$ cat config.mk
export PLATFORM = sky130hd
export DESIGN_NAME = evs_div
export DESIGN_NICKNAME = d
export VERILOG_FILES = /design/src/rtl/evs_pkg.sv /design/src/rtl/evs_div.sv
export SDC_FILE = /design/constraint.sdc
export NUM_CORES = 1
export LEC_CHECK = 0
export ABC_AREA = 1
export ABC_CLOCK_PERIOD_IN_PS = 6750
export BUFFER_PORTS_ARGS = -buffer_cell sky130_fd_sc_hd__buf_2
export CAP_MARGIN = 30
export CORE_MARGIN = 2
export CORE_UTILIZATION = 30
export CTS_BUF_LIST = sky130_fd_sc_hd__clkbuf_8
export CTS_CLUSTER_DIAMETER = 200
export CTS_CLUSTER_SIZE = 14
export DETAILED_ROUTE_END_ITERATION = 8
export GPL_ROUTABILITY_DRIVEN = 0
export PLACE_DENSITY_LB_ADDON = 0.3
export SYNTH_ARGS = -nofsm -noshare
export SYNTH_HDL_FRONTEND = slang
export SYNTH_SLANG_ARGS = --single-unit
$ cat constraint.sdc
create_clock -name clk_i -period 6.75 [get_ports clk_i]
set_clock_uncertainty 0.05 [all_clocks]
set_input_delay 0.3375 -clock clk_i [delete_from_list [all_inputs] [get_ports clk_i]]
set_output_delay 0.3375 -clock clk_i [all_outputs]
set_load 0.03 [all_outputs]
$ cat src/rtl/evs_pkg.sv
// Shared widths, constants, register codes and request structs for the
// encoder velocity estimator. No dependencies.
package evs_pkg;

  localparam int unsigned Motors   = 2;
  localparam int unsigned MotorW   = 1;
  localparam int unsigned CountW   = 32;
  localparam int unsigned DtW      = 20;
  localparam int unsigned CprW     = 16;
  localparam int unsigned TauW     = 20;
  localparam int unsigned CfgIdxW  = 2;
  localparam int unsigned CfgDataW = 20;

  localparam logic [CprW-1:0] CprReset = 16'd1024;

  // Two pi in Q29 times one million, so that microseconds turn into seconds.
  localparam int unsigned    KW       = 52;
  localparam logic [KW-1:0]  TwoPiUs  = 52'd3373259426000000;
  localparam int unsigned    DenShift = 13;

  // Serial multiplier: 32-bit multiplier scanned one bit per cycle.
  localparam int unsigned MulAW  = 32;
  localparam int unsigned MulBW  = 53;
  localparam int unsigned MulHiW = MulBW + 1;
  localparam int unsigned ProdW  = MulBW + MulAW;
  localparam int unsigned MulCntW = 5;

  // Serial divider: one quotient bit per cycle.
  localparam int unsigned DivRemW  = 49;
  localparam int unsigned DivLoW   = 33;
  localparam int unsigned DivQW    = 33;
  localparam int unsigned DivStepW = 6;

  typedef enum logic [CfgIdxW-1:0] {
    CFG_CPR = 2'd0,
    CFG_TAU = 2'd1,
    CFG_INV = 2'd2
  } cfg_reg_e;

  typedef struct packed {
    logic             start;
    logic [MulAW-1:0] a;
    logic [MulBW-1:0] b;
  } mul_req_t;

  typedef struct packed {
    logic                start;
    logic [DivRemW-1:0]  rem_init;
    logic [DivLoW-1:0]   num_lo;
    logic [DivStepW-1:0] steps;
    logic [DivRemW-1:0]  den;
  } div_req_t;

  typedef struct packed {
    logic busy;
    logic done;
  } unit_sts_t;

endpackage

$ cat src/rtl/evs_div.sv
// Restoring divider producing one quotient bit per cycle; the caller
// guarantees the initial remainder is below the divisor. Depends on evs_pkg.
module evs_div import evs_pkg::*; (
  input  logic             clk_i,
  input  logic             rst_ni,
  input  div_req_t         req_i,
  output unit_sts_t        sts_o,
  output logic [DivQW-1:0] quot_o
);

  logic [DivRemW-1:0]  rem_q;
  logic [DivLoW-1:0]   lo_q;
  logic [DivQW-1:0]    quot_q;
  logic [DivRemW-1:0]  den_q;
  logic [DivStepW-1:0] cnt_q;
  logic                busy_q;
  logic                done_q;
  logic [DivRemW:0]    trial;
  logic                fits;
  logic [DivRemW:0]    diff;

  assign trial = {rem_q, lo_q[DivLoW-1]};
  assign fits  = trial >= {1'b0, den_q};
  assign diff  = trial - {1'b0, den_q};

  always_ff @(posedge clk_i or negedge rst_ni) begin
    if (!rst_ni) begin
      busy_q <= 1'b0;
      done_q <= 1'b0;
      cnt_q  <= '0;
    end else begin
      done_q <= 1'b0;
      if (req_i.start) begin
        busy_q <= 1'b1;
        cnt_q  <= req_i.steps;
      end else if (busy_q) begin
        cnt_q <= cnt_q - 1'b1;
        if (cnt_q == DivStepW'(1)) begin
          busy_q <= 1'b0;
          done_q <= 1'b1;
        end
      end
    end
  end

  always_ff @(posedge clk_i) begin
    if (req_i.start) begin
      rem_q  <= req_i.rem_init;
      lo_q   <= req_i.num_lo;
      den_q  <= req_i.den;
      quot_q <= '0;
    end else if (busy_q) begin
      rem_q  <= fits ? diff[DivRemW-1:0] : trial[DivRemW-1:0];
      lo_q   <= lo_q << 1;
      quot_q <= {quot_q[DivQW-2:0], fits};
    end
  end

  assign quot_o = quot_q;
  assign sts_o  = '{busy: busy_q, done: done_q};

endmodule

# Yosys cells after proc, flatten, opt, wreduce, memory -nomap -nowiden
# Cells that the tools add are included.
[word_totals] reg_bits=172 output_inout_bits=35 word_cells=25
[op_classes] addsub=2 n_lt_le_gt_ge=1 eq_ne=1 n_mux=13 n_reduce_logical=1
[op_table] operator="two-way mux 49 bit" n=3
[op_table] operator="two-way mux 33 bit" n=2
[op_table] operator="greater-or-equal comparator 50 x 49 -> 1 bit" n=1
[op_table] operator="subtractor 49 bit" n=1
[op_table] operator="two-way mux 6 bit" n=2
[op_table] operator="equality test 6 x 1 -> 1 bit, second input constant" n=1
[op_table] operator="two-way mux 1 bit" n=6
[op_table] operator="subtractor 6 x 1 -> 6 bit, second input constant" n=1
[op_table] operator="nonzero test 2 bit" n=1

# Logic depth before layout (Yosys ltp)
[depth] word_depth=4 mapped_depth=17 depth_no_buf=17

# Least setup slack after synthesis
# No wires, ideal clock.
[synth_timing] path_kind="input -> register" startpoint="input req_i[137] in the netlist's numbering" endpoint="register lo_q[0], enable pin" setup_ps=478 arrival_time_ps=3265 path_slack_ps=2957 cell_stages=4 cell_sequence="clkbuf_1 nor2_1 inv_2 buf_1"
[synth_between] elab_chain_cells=1
[synth_lines] item="start: declaration" line="evs_div.sv:6" text="input div_req_t req_i,"
[synth_lines] item="nonzero test 2 bit (no source line)"
[synth_lines] item="end signal: assignment" line="evs_div.sv:49" text="lo_q <= req_i.num_lo;"
[synth_lines] item="end signal: assignment" line="evs_div.sv:54" text="lo_q <= lo_q << 1;"
[synth_lines] item="end: declaration" line="evs_div.sv:12" text="logic [DivLoW-1:0] lo_q;"
# Every way passes these cells.
# A chain may end at the register's enable or synchronous reset.

# Worst setup path after layout
[layout_timing] startpoint="register rem_q[31]" endpoint="register rem_q[28] (data pin)"
[layout_between] elab_chain_cells=4
[layout_lines] item="start: declaration" line="evs_div.sv:11" text="logic [DivRemW-1:0] rem_q;"
[layout_lines] item="start signal: assignment" line="evs_div.sv:48" text="rem_q <= req_i.rem_init;"
[layout_lines] item="start signal: assignment" line="evs_div.sv:53" text="rem_q <= fits ? diff[DivRemW-1:0] : trial[DivRemW-1:0];"
[layout_lines] item="greater-or-equal comparator 50 x 49 -> 1 bit" line="evs_div.sv:23" text="assign fits = trial >= {1'b0, den_q};"
[layout_lines] item="two-way mux 49 bit" line="evs_div.sv:53"
[layout_lines] item="two-way mux 49 bit" line="evs_div.sv:52" text="end else if (busy_q) begin"
[layout_lines] item="two-way mux 49 bit" line="evs_div.sv:47" text="if (req_i.start) begin"
# Every way passes these cells. The select of a mux whose other input is x is not followed.

==> flow_summary_export.csv <==
group,metric,value,unit
synth,yosys_warnings,0,
die,design.core.area,38800,µm²
setup_path,crit_required,6.98,ns
die,die_y,203,µm
global_route,grt_start_max_net_pins,65,
clocking,postCtsResizedCells,0,
clocking,path_clk_slew,0.11,ns
synth,postSynth.asyncResetShare,0.0465,
routing,post-route-drc-count,0,
routing,avgViaCountPerCell,4.44,
die,dieArea,41200,µm²
synth,synthTopCellsByArea,"edfxtp_1 (33%), nand2_1 (22%), inv_1 (12%)",
placed_design,dpl.hpwl,27100,µm
global_route,grt_pass1_vias,11300,
timing,setup_ws,3.39,ns
power_and_ir_drop,combPwrFrac,0.556,
synth,synth-compound-area-share,0.0348,
synth,synth.largest_area_cell,"edfxtp_1",
setup_path,cpMaxStageDelayCell,"buf_4",
final_layout,ff_latch_area,4790,µm²
clocking,clk_latency,0.53,ns
timing,tns,0,ns
power_and_ir_drop,p_int,0.00271,W
clocking,cts_buffers,17,
synth,yosys_register_bits,172,
timing,worst_pin_slew,0.997,ns
routing,drt-initial-drc-count,744,
timing,setup_viol,0,
timing,hold_viol,0,
synth,syn_area_per_cell,6.84,µm²
timing,fin_crit_sh,0.497,
die,io_pins,175,
synth,ys.flop_type,"edfxtp_1",
die,die_x,203,µm
clocking,htree_levels,4,
clocking,post-cts-setup-buffers,0,
final_layout,drive_gt1_frac,0.124,
global_route,grt-ovfl-total,0,
setup_path,crit_family,"simple AND/OR/NAND/NOR gates",
setup_path,path_cells,"ha_1 -> nand2_2 -> nor2_1 -> nand2_1 -> nor3_2 -> nand2_2 -> nand3_2 -> buf_4 -> nand2_1 -> nand3_1 -> nand2_1",
setup_path,rr_startpoint,"rem_q[31]",
timing,drv_slew,0,
die,start_util,0.306,
setup_path,critical_path_class,"reg -> reg",
final_layout,multiInputGateArea,5390,µm²
timing,min_period,3.36,ns
placed_design,place_ws,3.42,ns
synth,yosysSeqAreaShare,0.404,
routing,postRouteWirelength,35400,µm
power_and_ir_drop,seqPwrFrac,0.294,
clocking,clockBufferDepth,2,
global_route,grt_pass1_wl,57800,µm
timing,timing.fmax,298,MHz
setup_path,crit_start,"rem_q[31]",
setup_path,worst_setup_path_start_kind,"register",
timing,relSlewSlack,0.331,
synth,syn_area,11900,µm²
synth,syn_nets,1926,
final_layout,syn2layout_area_growth,22.7,%
final_layout,fillers,4223,
setup_path,worst-path-buf-inv,1,
setup_path,max_stage_delay,0.51,ns
power_and_ir_drop,ir_worst_vdd,0.000199,V
clocking,clock_sinks,172,
global_route,gr-usage-all-layers,0.178,
synth,synth-xor-area-share,0.0199,
synth,synth_simple_gate_area_frac,0.344,
synth,synthCells,1734,
synth,synth_top_cell_area_share,0.332,
setup_path,cp.arrival,3.59,ns
power_and_ir_drop,power.density,355,nW/µm²
worst_hold_path,worstHoldPathCells,3,
synth,synth_top_family_by_area,"simple AND/OR/NAND/NOR gates",
setup_path,crit_path_frequent_cell,"nand2_1",
worst_hold_path,worstHoldStart,"req_i[99]",
worst_hold_path,hold_path.class,"in -> reg",
power_and_ir_drop,p_sw_frac,0.476,
placed_design,port_buffers,174,
routing,antenna_left,0,
final_layout,nets,2170,
routing,wire_per_inst,14.1,µm
outcome,outcome,"complete, no violations",
setup_path,r2r_cells,11,
clocking,root_buffer,"clkbuf_8",
timing,rsz0062_at_grt,"false",
clocking,cts_tree,"yes",
synth,ys_types,41,
die,rows,72,
power_and_ir_drop,p_clk_frac,0.150,
synth,synth-edff-count,131,
synth,synth_fa_ha_area_frac,0.0555,
global_route,antenna_found_initial,7,
flow_run,maxCapViolations,0,
clocking,cts_hold_buffers,89,
setup_path,worstPathMaxFanout,50,
setup_path,crit_cells,11,
power_and_ir_drop,p_sw,0.00246,W
synth,muxShareOfSynthArea,0,
power_and_ir_drop,p_leak,7.77,nW
setup_path,endpoint_kind,"register",
routing,vias,11200,
routing,drt_pass1_iterations,5,
==> path summary, 6_finish.rpt <==
check	endpoint	slack, ns
worst max-delay path	rem_q[28]	3.39
min in group asynchronous	done_q	0.13
worst min-delay path	rem_q[11]	0.05
worst min register to register	quot_o[32]	0.43
max in group asynchronous	cnt_q[2]	6.34
worst max register to register	rem_q[28]	3.39
==> power by group through the flow <==
| stage | sequential [W] | clock, W | combinational [W] |
|---|---|---|---|
| 4_1_cts | 0.00152 | 0.000810 | 0.00288 |
| 5_1_grt | 0.00155 | 0.000846 | 0.00330 |
| 3_3_place_gp | 0.00154 | 0 | 0.00281 |
| 3_5_place_dp | 0.00154 | 0 | 0.00282 |
| 2_1_floorplan | 0.00152 | 0 | 0.00213 |
| 6_report | 0.00152 | 0.000777 | 0.00288 |
==> sequential cells by signal (all words and copies together), names as in the netlist <==
name    count
busy_q      1
rem_q      49
den_q      49
lo_q       33
done_q      1
quot_o     33
cnt_q       6
==> synthesized netlist by cell type, types with 2 or more instances <==
master    instances
edfxtp_1        131
inv_2             9
nor4_1            3
nand4_1          63
nor2_2            9
nand2_1         699
dfrtp_1           8
xnor2_1          26
nor2_4            2
dfxtp_1          33
nor2_1           88
clkinv_1          2
nand3b_1          3
nand3_2           2
nand3_1          99
inv_1           373
buf_6             4
a21oi_1          29
nand2_2           5
o221ai_1          2
and2_1            2
buf_2             4
nor3_1            3
buf_1             4
ha_1             51
clkbuf_1         26
o22ai_1          32
buf_4             9
==> worst reg2reg max path, delay by kind of cell (launching register included) <==
kind,cells,cell delay (ns)
fa+ha+maj,1,0.42
buf+inv,1,0.51
flops,1,0.43
simple gates,9,1.72
==> area by class of cell <==
| type | instances | share of cell area |
|---|---|---|
| inverters | 384 | 0.0992 |
| flip-flops and latches | 172 | 0.329 |
| multi-input cells | 1131 | 0.370 |
| well taps | 518 | 0.0445 |
| clock inverters | 15 | 0.0124 |
| diodes | 6 | 0.00103 |
| repair buffers | 272 | 0.127 |
| clock buffers | 17 | 0.0161 |
==> through the flow <==
step / instance area [µm²] / util / total power, W / instances / hold slack, ns
global route: 14600 / 0.375 / 0.00569 / 2515 / 0.000288
global placement: 13200 / 0.340 / 0.00435 / 2387 / 0.140
detailed placement: 13200 / 0.341 / 0.00436 / 2388 / 0.143
CTS: 14500 / 0.375 / 0.00521 / 2509 / 0.00202
finish: 14600 / 0.375 / 0.00517 / 2515 / 0.0466
floorplan: 11900 / - / 0.00365 / 1734 / -0.00809
==> cell families (layout without fill, tap and decap cells) <==
group,count (synthesis),after routing
and+or+nand+nor,982,982
other,0,6
buffers and inverters,431,688
adders and majority gates,52,52
xor gates and xnor gates,27,27
AOI/OAI and AO/OA,70,70
DFF,172,172
==> per-layer routing <==
layer | GRT usage | part of all wire | up-vias
li1 | - | - | 5847
met1 | 0.229 | 0.47 | 5001
met2 | 0.294 | 0.45 | 272
met3 | 0.0449 | 0.056 | 36
met4 | 0.0514 | 0.019 | 2
met5 | 0 | 0.00034 | -
==> cell usage in the layout, fill, tap and decap left out, types with 17 or more instances in the layout <==
cell type,instances
nand2_1,699
inv_1,373
buf_2,173
edfxtp_1,131
nand3_1,99
dlygate4sd3_1,89
nor2_1,88
nand4_1,63
ha_1,51
dfxtp_1,33
o22ai_1,32
a21oi_1,29
xnor2_1,26
clkbuf_8,17
No activity file was read; power rests on OpenSTA's default activity.
