**src/rtl/evs_pkg.sv**
```systemverilog
// Shared widths, constants, register codes and request structs for the
// encoder velocity estimator. No dependencies.
package evs_pkg;

  localparam int unsigned Motors   = 2;
  localparam int unsigned MotorW   = 1;
  localparam int unsigned CountW   = 32;
  localparam int unsigned DtW      = 20;
  localparam int unsigned CprW     = 16;
  localparam int unsigned TauW     = 20;
  localparam int unsigned CfgIdxW  = 2;
  localparam int unsigned CfgDataW = 20;

  localparam logic [CprW-1:0] CprReset = 16'd1024;

  // Two pi in Q29 times one million, so that microseconds turn into seconds.
  localparam int unsigned    KW       = 52;
  localparam logic [KW-1:0]  TwoPiUs  = 52'd3373259426000000;
  localparam int unsigned    DenShift = 13;

  // Serial multiplier: 32-bit multiplier scanned one bit per cycle.
  localparam int unsigned MulAW  = 32;
  localparam int unsigned MulBW  = 53;
  localparam int unsigned MulHiW = MulBW + 1;
  localparam int unsigned ProdW  = MulBW + MulAW;
  localparam int unsigned MulCntW = 5;

  // Serial divider: one quotient bit per cycle.
  localparam int unsigned DivRemW  = 49;
  localparam int unsigned DivLoW   = 33;
  localparam int unsigned DivQW    = 33;
  localparam int unsigned DivStepW = 6;

  typedef enum logic [CfgIdxW-1:0] {
    CFG_CPR = 2'd0,
    CFG_TAU = 2'd1,
    CFG_INV = 2'd2
  } cfg_reg_e;

  typedef struct packed {
    logic             start;
    logic [MulAW-1:0] a;
    logic [MulBW-1:0] b;
  } mul_req_t;

  typedef struct packed {
    logic                start;
    logic [DivRemW-1:0]  rem_init;
    logic [DivLoW-1:0]   num_lo;
    logic [DivStepW-1:0] steps;
    logic [DivRemW-1:0]  den;
  } div_req_t;

  typedef struct packed {
    logic busy;
    logic done;
  } unit_sts_t;

endpackage

```
**src/rtl/evs_mul.sv**
```systemverilog
// Bit-serial shift-and-add multiplier, one multiplier bit per cycle.
// Depends on evs_pkg.
module evs_mul import evs_pkg::*; (
  input  logic             clk_i,
  input  logic             rst_ni,
  input  mul_req_t         req_i,
  output unit_sts_t        sts_o,
  output logic [ProdW-1:0] prod_o
);

  logic [MulAW-1:0]   a_q;
  logic [MulBW-1:0]   b_q;
  logic [MulHiW-1:0]  hi_q;
  logic [MulAW-1:0]   lo_q;
  logic [MulCntW-1:0] cnt_q;
  logic               busy_q;
  logic               done_q;
  logic [MulHiW-1:0]  sum;

  assign sum = hi_q + (a_q[0] ? {1'b0, b_q} : '0);

  always_ff @(posedge clk_i or negedge rst_ni) begin
    if (!rst_ni) begin
      busy_q <= 1'b0;
      done_q <= 1'b0;
      cnt_q  <= '0;
    end else begin
      done_q <= 1'b0;
      if (req_i.start) begin
        busy_q <= 1'b1;
        cnt_q  <= MulCntW'(MulAW - 1);
      end else if (busy_q) begin
        cnt_q <= cnt_q - 1'b1;
        if (cnt_q == '0) begin
          busy_q <= 1'b0;
          done_q <= 1'b1;
        end
      end
    end
  end

  always_ff @(posedge clk_i) begin
    if (req_i.start) begin
      a_q  <= req_i.a;
      b_q  <= req_i.b;
      hi_q <= '0;
      lo_q <= '0;
    end else if (busy_q) begin
      a_q  <= a_q >> 1;
      hi_q <= {1'b0, sum[MulHiW-1:1]};
      lo_q <= {sum[0], lo_q[MulAW-1:1]};
    end
  end

  assign prod_o = {hi_q[MulBW-1:0], lo_q};
  assign sts_o  = '{busy: busy_q, done: done_q};

endmodule

```
**config.mk**
```make
export PLATFORM = sky130hd
export DESIGN_NAME = evs_mul
export DESIGN_NICKNAME = d
export VERILOG_FILES = /design/src/rtl/evs_pkg.sv /design/src/rtl/evs_mul.sv
export SDC_FILE = /design/constraint.sdc
export NUM_CORES = 1
export LEC_CHECK = 0
export ABC_AREA = 0
export BUFFER_PORTS_ARGS = -buffer_cell sky130_fd_sc_hd__clkbuf_2
export CORE_MARGIN = 3
export CORE_UTILIZATION = 51
export DETAILED_ROUTE_END_ITERATION = 6
export PLACE_DENSITY = 0.76
export REMOVE_ABC_BUFFERS = 1
export SLEW_MARGIN = 20
export SYNTH_ARGS = -nofsm -noshare
export SYNTH_HDL_FRONTEND = slang
export SYNTH_SLANG_ARGS = --single-unit
```
**constraint.sdc**
```tcl
create_clock -name clk_i -period 2.6 [get_ports clk_i]
set_input_delay 0.26 -clock clk_i [delete_from_list [all_inputs] [get_ports clk_i]]
set_output_delay 0.26 -clock clk_i [all_outputs]
set_load 0.05 [all_outputs]
```
## Word-level counts from Yosys, hierarchy flattened

Cells that the tools add are included.

| storage, ports and cells | value |
|---|---|
| flip-flop bits (word level) | 177 |
| bits in latches | 0 |
| bits in writable memories | 0 |
| ROM bits | 0 |
| bits of input ports | 88 |
| memories kept | 0 |

| cells by class | value |
|---|---|
| add/sub/neg operators | 2 |
| multipliers | 0 |
| div/mod/pow operators | 0 |
| $lt $le $gt $ge | 0 |
| eq/ne operators | 0 |
| shifts and indexed selects | 0 |
| muxes and demuxes | 11 |
| bitwise operators | 0 |
| reductions and logical operators | 2 |

Operators by type and width:

| operator | count |
|---|---|
| 2-to-1 mux 32 bit | 2 |
| adder 53 x 53 -> 54 bit | 1 |
| 2-to-1 mux 53 bit | 1 |
| 2-to-1 mux 5 bit | 2 |
| 2-to-1 mux 1 bit | 6 |
| logical NOT 5 bit | 1 |
| subtractor 5 x 1 -> 5 bit (second input constant) | 1 |
| nonzero test 2 bit | 1 |

## Depth between registers and ports, before layout

Gate-level depths: netlist (run 1).

| logic depth | value |
|---|---|
| depth in word-level cells | 4 |
| depth in mapped cells | 13 |

## Worst setup path after synthesis (run 1)

Ideal clock, no wire load.

| timing path | value |
|---|---|
| path type | reg2reg |
| start point | reg hi_q[0] |
| end point | reg hi_q[51] |
| library setup time | 0.069 ns |
| data arrival time | 2.991 ns |
| required time | 2.531 ns |
| setup slack | -0.460 ns |
| cell stages (with the launch flop) | 13 |
| path through | dfxtp_1 ha_1 inv_1 fa_1 nor2b_1 o2111ai_1 and3_1 o41ai_4 a21oi_2 o31ai_4 a221oi_1 xor2_1 o21ai_1 |

| between the ends | value |
|---|---|
| cells in the longest elaborated chain, start to end | 1 |

RTL lines:

| item | line | RTL |
|---|---|---|
| start, declared | evs_mul.sv:13 | `logic [MulHiW-1:0] hi_q;` |
| start signal, assigned | evs_mul.sv:50 | `hi_q <= {1'b0, sum[MulHiW-1:1]};` |
| adder 53 x 53 -> 54 bit | evs_mul.sv:20 | `assign sum = hi_q + (a_q[0] ? {1'b0, b_q} : '0);` |

No other way between the ends.
A chain may end at the register's enable or synchronous reset.

## Worst setup path after layout (run 1)

| timing path | value |
|---|---|
| start point | reg a_q[0] |
| end point | reg hi_q[40] |

| between the ends | value |
|---|---|
| cells in the longest elaborated chain, start to end | 2 |

RTL lines:

| item | line | RTL |
|---|---|---|
| start, declared | evs_mul.sv:11 | `logic [MulAW-1:0] a_q;` |
| start signal, assigned | evs_mul.sv:44 | `a_q <= req_i.a;` |
| start signal, assigned | evs_mul.sv:49 | `a_q <= a_q >> 1;` |
| 2-to-1 mux 53 bit | evs_mul.sv:20 |  |
| adder 53 x 53 -> 54 bit | evs_mul.sv:20 |  |

No other way between the ends.

==> results of run 1 <==
-- routing by layer --
layer | part of all wire (%) | GRT usage [%] | vias up
met5 | 0 | 0 | -
met1 | 42 | 32.86 | 4211
met4 | 2.4 | 8.523 | 0
met2 | 51 | 46.00 | 306
li1 | - | - | 4251
met3 | 5.5 | 4.559 | 56
-- cells in the mapped netlist (all sizes together) (6+ instances only) --
library cell / number / share of area, %
dfrtp: 7 / 1.8
inv: 15 / 0.58
a21oi: 66 / 3.6
edfxtp: 85 / 27
a31oi: 6 / 0.55
a211oi: 7 / 0.70
nor3: 13 / 0.73
nor2b: 7 / 0.45
nand2: 77 / 3.1
mux2: 31 / 3.6
dfxtp: 85 / 18
clkbuf: 42 / 1.6
and2: 57 / 3.7
nand3: 13 / 0.68
o21ai: 69 / 3.7
a21o: 21 / 1.6
ha: 55 / 7.1
xor2: 22 / 2.0
xnor2: 30 / 2.7
nand2b: 12 / 0.78
buf: 10 / 0.56
nand4: 19 / 1.2
nor2: 84 / 3.3
o21a: 10 / 0.78
mux2i: 53 / 5.5
-- layout by cell type, fill, tap and decap left out, types with 28 or more instances in the layout --
cell,netlist,layout
mux2i_1,53,53
mux2_2,31,31
dlygate4sd3_1,0,51
xnor2_1,30,29
o21ai_0,34,30
clkbuf_2,0,173
buf_4,3,217
edfxtp_1,85,85
nand2_1,75,70
nor2_1,84,80
and2_1,57,55
a21oi_1,61,51
o21ai_1,33,28
ha_1,55,36
dfxtp_1,85,85
-- sequential cells by signal, summed over array words and instances (netlist names) --
register	flops
done_q	1
busy_q	1
a_q	32
cnt_q	5
hi_q	53
lo_q	32
b_q	53
-- worst paths after layout --
check	start	endpoint	slack, ps	cells past startpoint
worst max-delay path	a_q[0]$_DFFE_PP_	hi_q[40]$_SDFFE_PP0P_	-520	14
worst min-delay path	req_i[20]	b_q[20]$_DFFE_PP_	10	1
worst max register to register	a_q[0]$_DFFE_PP_	hi_q[40]$_SDFFE_PP0P_	-520	14
worst min register to register	hi_q[31]$_SDFFE_PP0P_	hi_q[31]$_SDFFE_PP0P_	480	2
max in group asynchronous	rst_ni	busy_q$_DFF_PN0_	2230	2
min in group asynchronous	rst_ni	busy_q$_DFF_PN0_	180	2
-- what timing repair did --
action	4_1_cts	5_1_grt
hold endpoints to repair	57	0
resized for setup	75	27
setup buffers	9	12
pin swaps	18	20
setup endpoints to repair	41	42
hold buffers	51	0
-- final cells by class --
class | count | share of cell area, %
Clock buffer | 17 | 3.029
Clock inverter | 15 | 1.452
Inverter | 15 | 0.4009
Multi-Input combinational cell | 706 | 39.20
Sequential cell | 177 | 31.57
Tap cell | 229 | 2.040
Timing Repair Buffer | 450 | 22.31
-- cells by family (layout without fill, tap and decap cells) --
| family | after synthesis | after routing | synth area share, % |
|---|---|---|---|
| AOI/OAI and AO/OA | 215 | 215 | 14.75 |
| buffers and inverters | 67 | 497 | 2.781 |
| xor gates and xnor gates | 52 | 52 | 4.730 |
| DFF | 177 | 177 | 46.00 |
| and+or+nand+nor | 299 | 299 | 15.24 |
| muxes | 84 | 84 | 9.136 |
| adders and majority gates | 56 | 56 | 7.355 |
-- through the flow --
stage	worst slack, ps	total power, W	std cells	hold WS, ps
after floorplan	-2149	0.006071	898	-35.59
after detailed placement	-580.6	0.007845	1505	107.1
after global placement	-429.6	0.007771	1505	105.5
after global routing	-591.4	0.01158	1609	2.893
after CTS	-385.2	0.01086	1597	0.4370
final	-517.6	0.01106	1609	10.88
-- power by group --
group	total, W	internal [W]	switching [W]
clock network	0.00268	0.00133	0.00135
logic	0.00481	0.00211	0.00269
registers	0.00358	0.00329	0.000289
==> out/metrics.cfg, run 1 <==
[outcome]
status = finished, violations left
violations = negative setup slack

[sta]
timing.final.ws_setup_ps = -517.6
worstMarginPinSlew_ps = 531.9
min_period_over_period_pct = 119.9
finalHoldViolCount = 0
setup_viol = 42
tns_ps = -14000
slew_headroom_pct = 64.54
fmax_mhz = 320.8
rsz0062_at_grt = yes
skew_ps = 15.49
post-route-min-period_ps = 3118
drv_slew = 0

[setup_path]
cp_slowest_cell = edfxtp_1
crit_path_start_kind = flip-flop
cp.arrival_ps = 3460
required_ps = 2940
crit_top_cell = buf_4
slowest_delay_ps = 460
end_kind = flip-flop
critPathKind = flip-flop to flip-flop
path_max_fanout = 3
worstPathCellList = buf_4 > and2_1 > ha_2 > buf_4 > a211o_1 > a211o_1 > a21bo_2 > a21oi_4 > o21ai_4 > buf_6 > a21oi_4 > buf_4 > o31ai_2 > o311ai_1
critical_path_buf_inv_count = 4
critPathTopFamily = compound AO/OA/AOI/OAI gates

[placement]
port_buffers = 174
post_dp_cell_area_um2 = 12160
hpwlAfterDp_um = 18560
place_congestion = 0.9330

[power_and_ir_drop]
vdd_drop_max_mv = 0.4987
leakage_nw = 6.526
p_per_area_nw_per_um2 = 787.8

[layout]
syn_to_final_growth_pct = 45.86
multi_input_area_um2 = 5505
diodes = 0
utilization_pct = 76.87
drive_above_1_share_pct = 40.94
final_nets = 1511
fill_cells = 1164
seq_area_um2 = 4433
design_area_um2 = 14040

[synthesis]
synthArstFlopShare_pct = 3.955
syn-mean-instance-area_um2 = 10.13
synth.distinct_cells = 72
ys_seq_area_share_pct = 46.00
synth_edf_count = 85
ys_seq_elements = 177
synthFlopType = edfxtp_1
netlist_area_um2 = 9628
ys_warn_count = 0
syn_inst = 950

[die]
coreArea_um2 = 18270
rows = 49
die_area_um2 = 20560
fp.dieH_um = 143.4
initial_core_util_pct = 52.70
io-pin-count = 175
die_w_um = 143.4

[clocking]
cts_root_buffer = clkbuf_16
cts_tree = done
cts-htree-levels = 4
clk_pin_slew_ps = 80
cts_made_buffers = 17
insertion_delay_ps = 440
cts.sinks = 177
clock_path_buffers = 2

[global_route]
antenna_found_initial = 0
grt_max_degree = 60
grt_pass1_wl_um = 43550
overflow = 0
grt_pass1_vias = 8872
track_usage_pct = 26.21

[route]
wl_per_cell_um = 17.29
wirelength_um = 27810
drt_iter0_drc = 646
drc = 0
num_vias = 8824
dr.pass1.iters = 5
ant_nets = 0
viasPerCell = 5.484

[run]
drv_cap = 0

[worst_hold_path]
min_path_type = primary input to flip-flop

Power figures use the tool's default switching activity.
==> run 2, diff against run 1 <==
RECOVER_POWER = 100   (was unset)
==> run 2 against run 1 <==
The run still ends with negative setup slack left. Die area stayed put. Maximum frequency hardly changed. Hold slack hardly changed. Critical path type unchanged. Critical endpoint unchanged. Largest power group unchanged.
==> out/metrics.cfg, run 2 (synthesis gave the netlist of run 1 again) <==
[power_and_ir_drop]
p_per_area_nw_per_um2 = 791.5  ; +0.47%
swShare_pct = 39.35  ; +0.23 points
vdd_drop_max_mv = 0.5016  ; +0.58%
power_frac_clock_pct = 24.4  ; +0.2 points
internal_power_w = 0.006675  ; -0.90%
leakage_nw = 6.220  ; -4.7%
pwr-share-comb_pct = 43.2  ; -0.3 points
switching_power_w = 0.004330  ; about the same
power_frac_seq_pct = 32.5  ; +0.2 points

[run]
drv_cap = 0  ; unchanged

[clocking]
cts.sinks = 177  ; unchanged
clk_pin_slew_ps = 80  ; about the same
clock_path_buffers = 2  ; unchanged
cts_tree = done
insertion_delay_ps = 440  ; about the same
cts-htree-levels = 4  ; unchanged
cts_root_buffer = clkbuf_16
cts_made_buffers = 17  ; unchanged

[sta]
setup_viol = 42  ; unchanged
slew_headroom_pct = 6.914  ; -58 points
finalHoldViolCount = 0  ; unchanged
tns_ps = -13980  ; +21.10 ps
timing.final.ws_setup_ps = -520.4  ; -2.794 ps
whs_ps = 10.86  ; -0.02040 ps
post-route-min-period_ps = 3120  ; +2.794 ps
drv_slew = 0  ; unchanged
rsz0062_at_grt = yes
fmax_mhz = 320.5  ; about the same
skew_ps = 12.07  ; -3.424 ps
worstMarginPinSlew_ps = 1396  ; +864.4 ps
min_period_over_period_pct = 120.0  ; about the same

[setup_path]
path_max_fanout = 3  ; unchanged
critical_path_buf_inv_count = 4  ; unchanged
worstPathCellList = buf_4 > and2_1 > ha_2 > buf_4 > a211o_1 > a211o_1 > a21bo_2 > a21oi_4 > o21ai_4 > buf_6 > a21oi_4 > buf_4 > o31ai_2 > o311ai_1
cp_slowest_cell = edfxtp_1
crit_top_cell = buf_4
reg2reg_to = hi_q[40]$_SDFFE_PP0P_
required_ps = 2940  ; about the same
crit_path_start_kind = flip-flop
critPathKind = flip-flop to flip-flop
reg2regPathDepth = 14  ; unchanged
slowest_delay_ps = 460  ; about the same
end_kind = flip-flop
cp.arrival_ps = 3460  ; about the same
critPathTopFamily = compound AO/OA/AOI/OAI gates
r2r_start = a_q[0]$_DFFE_PP_
rrSetupSlack_ps = -520  ; about the same

[worst_hold_path]
min-delay-start = req_i[21]
holdPathEnd = b_q[21]$_DFFE_PP_
min_path_type = primary input to flip-flop
hold_depth = 1  ; unchanged

[die]
initial_core_util_pct = 52.70  ; unchanged
io-pin-count = 175  ; unchanged
die_area_um2 = 20560  ; unchanged
rows = 49  ; unchanged
fp.dieH_um = 143.4  ; unchanged
coreArea_um2 = 18270  ; unchanged
die_w_um = 143.4  ; unchanged

[route]
num_vias = 8831  ; +0.079%
ant_nets = 0  ; unchanged
drc = 0  ; unchanged
drt_iter0_drc = 612  ; -5.3%
wl_per_cell_um = 17.35  ; +0.35%
dr.pass1.iters = 5  ; unchanged
wirelength_um = 27910  ; +0.35%
viasPerCell = 5.489  ; about the same

[global_route]
track_usage_pct = 26.21  ; unchanged
grt_pass1_vias = 8872  ; unchanged
grt_pass1_wl_um = 43550  ; unchanged
overflow = 0  ; unchanged
antenna_found_initial = 0  ; unchanged
grt_max_degree = 60  ; unchanged

[layout]
drive_above_1_share_pct = 34.20  ; -6.7 points
final_nets = 1511  ; unchanged
diodes = 0  ; unchanged
final_cell_mix = buf_4 (214), clkbuf_1 (89), clkbuf_2 (88), edfxtp_1 (85), dfxtp_1 (85)
syn_to_final_growth_pct = 44.41
top_regs = b_q x53, hi_q x53
layout_commonest_cell = buf_4

[placement]
place_congestion = 0.9330  ; unchanged
hpwlAfterDp_um = 18560  ; unchanged
port_buffers = 174  ; unchanged

[outcome]
status = finished, violations left
violations = negative setup slack

run 2: changes by cell type in the layout (fill, tap and decap cells not counted):
cell / delta
nor2_1: +1
buf_6: -1
nor2_2: -1
clkbuf_4: +1
mux2_2: -3
buf_4: -3
clkbuf_2: -85
buf_12: -1
mux2_1: +3
clkbuf_1: +89
run 2: through the flow:
stage	setup slack [ps]	area, um2	total power (W)	std cells	util (%)
floorplan	-2149	9417	0.006071	898	-
global placement	-429.6	12160	0.007771	1505	66.53
detailed placement	-580.6	12160	0.007845	1505	66.53
CTS	-385.2	13800	0.01086	1597	75.52
global route	-591.4	13900	0.01152	1609	76.10
finish	-520.4	13900	0.01100	1609	76.10
run 2: metal layers:
metal / vias to the layer above / global-route usage (%) / wire (um)
met5: - / 0 / 0
met4: 0 / 8.523 / 707
met3: 60 / 4.559 / 1618
met2: 325 / 46.00 / 14140
met1: 4201 / 32.86 / 11440
li1: 4245 / - / -
run 2: layout make-up:
type                    instances  area [um2]
flip-flops and latches        177        4433
repair buffers                450        2995
well taps                     229       286.5
clock inverters                15       203.9
inverters                      15       56.30
fillers                      1221        4367
multi-input cells             706        5503
clock buffers                  17       425.4
run 2: worst max path at each step:
stage / startpoint / endpoint / slack [ps] / cells after the start
after floorplan: busy_q$_DFF_PN0_ / a_q[0]$_DFFE_PP_ / -2150 / 2
after global placement: a_q[0]$_DFFE_PP_ / hi_q[39]$_SDFFE_PP0P_ / -430 / 13
after detailed placement: a_q[0]$_DFFE_PP_ / hi_q[39]$_SDFFE_PP0P_ / -580 / 13
after CTS: a_q[0]$_DFFE_PP_ / hi_q[50]$_SDFFE_PP0P_ / -390 / 12
after global routing: a_q[0]$_DFFE_PP_ / hi_q[35]$_SDFFE_PP0P_ / -590 / 14
final: a_q[0]$_DFFE_PP_ / hi_q[40]$_SDFFE_PP0P_ / -520 / 14
run 2: worst register-to-register path, delay by kind of cell, from the launching register on:
family	cells	cell delay [ps]
AO/OA/AOI/OAI	8	1630
buffers and inverters	4	620
flip-flops	1	460
adder cells (fa/ha/maj)	1	190
AND/OR/NAND/NOR	1	140
run 2: power groups by stage:
stage / registers [W] / clock network (W) / logic, W
after detailed placement: 0.00359 / 0 / 0.00426
after global placement: 0.00358 / 0 / 0.00419
after floorplan: 0.00433 / 0 / 0.00174
after CTS: 0.00356 / 0.00270 / 0.00459
after global routing: 0.00362 / 0.00282 / 0.00509
final: 0.00358 / 0.00268 / 0.00475
run 2: what timing repair did:
action                     CTS  global route
pin swaps                   18            20
hold buffers                51             0
gates cloned                 0             0
setup endpoints to repair   41            42
buffers inserted             9            12
hold endpoints to repair    57             0
resized for setup           75            27
==> run 3, diff against run 2 <==
GPL_TIMING_DRIVEN = 0   (was unset)
==> run 3 against run 2 <==
The run still ends with negative setup slack left. Non-clock buffer count decreased by 148. Via count decreased by 2.5%. Clock power about the same. Routed wire length increased by 0.57%.
==> out/metrics.cfg, run 3 (synthesis gave the netlist of run 1 again) <==
[sta]
rsz0062_at_grt = yes
min_period_over_period_pct = 129.7  ; +9.7 points
skew_ps = 14.80  ; +2.728 ps
finalHoldViolCount = 0  ; unchanged
worstMarginPinSlew_ps = 1313  ; -83.45 ps
timing.final.ws_setup_ps = -772.9  ; -252.5 ps
slew_headroom_pct = 12.48  ; +5.6 points
setup_viol = 45  ; +7.1%
drv_slew = 0  ; unchanged
post-route-min-period_ps = 3373  ; +252.5 ps
fmax_mhz = 296.5  ; -7.5%

[placement]
post_dp_cell_area_um2 = 10660  ; -12%
port_buffers = 174  ; unchanged
hpwlAfterDp_um = 15840  ; -15%
place_congestion = 0.8797  ; -5.7%

[global_route]
antenna_found_initial = 2  ; +2
grt_pass1_wl_um = 40670  ; -6.6%
grt_max_degree = 104  ; +73%
grt_pass1_vias = 8186  ; -7.7%
overflow = 0  ; unchanged
track_usage_pct = 24.49  ; -1.7 points

[setup_path]
required_ps = 2910  ; -30 ps
path_max_fanout = 7  ; +4
crit_path_start_kind = flip-flop
end_kind = flip-flop
reg2regPathDepth = 15  ; +1
slowest_delay_ps = 550  ; +90 ps
cp.arrival_ps = 3680  ; +220 ps
cp_slowest_cell = o21ai_0
critPathKind = flip-flop to flip-flop
worstPathCellList = buf_6 > buf_16 > and2_4 > ha_4 > buf_4 > a21oi_1 > o21ai_0 > a21oi_1 > o21ai_1 > a21oi_4 > buf_6 > o21ai_4 > a31oi_4 > xor2_1 > o21ai_1

[layout]
drive_above_1_share_pct = 32.39  ; -1.8 points
layout_commonest_cell = clkbuf_2
final_cell_mix = clkbuf_2 (88), clkbuf_1 (86), edfxtp_1 (85), dfxtp_1 (85), nor2_1 (78)
fill_cells = 1234  ; +1.1%
top_regs = b_q x53, hi_q x53
syn_to_final_growth_pct = 38.82
design_area_um2 = 13370  ; -3.9%
final_nets = 1363  ; -9.8%

[power_and_ir_drop]
p_total_w = 0.01068  ; -3.0%
vdd_drop_max_mv = 0.4792  ; -4.5%
p_per_area_nw_per_um2 = 798.9  ; +0.94%
leakage_nw = 5.612  ; -9.8%

[outcome]
status = finished, violations left
violations = negative setup slack

[route]
viasPerCell = 5.884  ; +7.2%
wl_per_cell_um = 19.19  ; +11%
num_vias = 8608  ; -2.5%
dr.pass1.iters = 6  ; +1
drt_iter0_drc = 733  ; +20%
ant_nets = 0  ; unchanged
wirelength_um = 28070  ; +0.57%
drc = 0  ; unchanged

[die]
initial_core_util_pct = 52.70  ; unchanged
io-pin-count = 175  ; unchanged
die_area_um2 = 20560  ; unchanged
coreArea_um2 = 18270  ; unchanged
fp.dieH_um = 143.4  ; unchanged
die_w_um = 143.4  ; unchanged
rows = 49  ; unchanged

[run]
drv_cap = 0  ; unchanged

[clocking]
clk_pin_slew_ps = 80  ; about the same
cts.sinks = 177  ; unchanged
cts_made_buffers = 17  ; unchanged
cts_tree = done
cts-htree-levels = 4  ; unchanged
clock_path_buffers = 2  ; unchanged
cts_root_buffer = clkbuf_16
insertion_delay_ps = 450  ; about the same

[worst_hold_path]
hold_depth = 1  ; unchanged
min_path_type = primary input to flip-flop

-- run 3: cell count changes in the layout (fill, tap and decap cells not counted), sizes merged --
cell         change
buf            -145
clkbuf           -4
clkinv           +2
inv              -3
clkinvlp         +1
dlygate4sd3      +1
diode            +2
-- run 3: area by class of cell --
class,count,area [um2],area share [%]
Clock buffer,17,425.4,3.183
Clock inverter,15,207.7,1.554
Multi-Input combinational cell,706,5929,44.36
Antenna cell,2,5.005,0.03745
Inverter,15,56.30,0.4213
Timing Repair Buffer,302,2022,15.13
Sequential cell,177,4433,33.17
Tap cell,229,286.5,2.144
-- run 3: repair_timing --
action,4_1_cts,5_1_grt
pin swaps,68,55
endpoints found under the setup margin,49,46
gates cloned,2,0
buffers inserted,49,23
gates resized for setup,144,77
hold endpoints to repair,56,2
hold buffers,50,2
-- run 3: per-stage QoR --
| stage | utilization, % | std cells | worst slack [ps] | setup TNS (ps) | hold slack (ps) |
|---|---|---|---|---|---|
| 2_1_floorplan | - | 898 | -2149 | -124610 | -35.59 |
| 3_3_place_gp | 57.88 | 1301 | -3828 | -319730 | 106.0 |
| 3_5_place_dp | 58.34 | 1304 | -1485 | -40920 | 109.7 |
| 4_1_cts | 70.82 | 1437 | -478.8 | -11770 | 1.165 |
| 5_1_grt | 73.15 | 1463 | -901.5 | -25490 | -10.44 |
| 6_report | 73.15 | 1463 | -772.9 | -20560 | 1.955 |
-- run 3: power breakdown --
group	switching, W	total, W	internal [W]
logic	0.00275	0.00444	0.00169
clock network	0.00134	0.00266	0.00133
registers	0.000287	0.00358	0.00329
total	0.00437	0.0107	0.00631
-- run 3: final timing paths --
| kind | slack (ps) | end | start |
|---|---|---|---|
| max | -770 | hi_q[47]$_SDFFE_PP0P_ | a_q[0]$_DFFE_PP_ |
| min reg2reg | 470 | hi_q[31]$_SDFFE_PP0P_ | hi_q[31]$_SDFFE_PP0P_ |
| min | 2 | b_q[23]$_DFFE_PP_ | req_i[23] |
| max in group asynchronous | 2040 | busy_q$_DFF_PN0_ | rst_ni |
| max reg2reg | -770 | hi_q[47]$_SDFFE_PP0P_ | a_q[0]$_DFFE_PP_ |
| min in group asynchronous | 240 | done_q$_DFF_PN0_ | rst_ni |
-- run 3: critical path: cells and delay by family (launching register included) --
kind                     cells  cell delay [ps]
AO/OA/AOI/OAI                8             1630
XOR/XNOR                     1              170
adder cells (fa/ha/maj)      1              260
buffers and inverters        4              590
flip-flops                   1              450
AND/OR/NAND/NOR              1              140
-- run 3: metal layers --
| layer | global-route usage (%) | up-vias | part of all wire [%] |
|---|---|---|---|
| li1 | - | 3963 | - |
| met1 | 30.81 | 4024 | 40 |
| met2 | 41.32 | 481 | 48 |
| met3 | 4.859 | 140 | 7.2 |
| met4 | 10.21 | 0 | 5.1 |
| met5 | 0 | - | 0 |
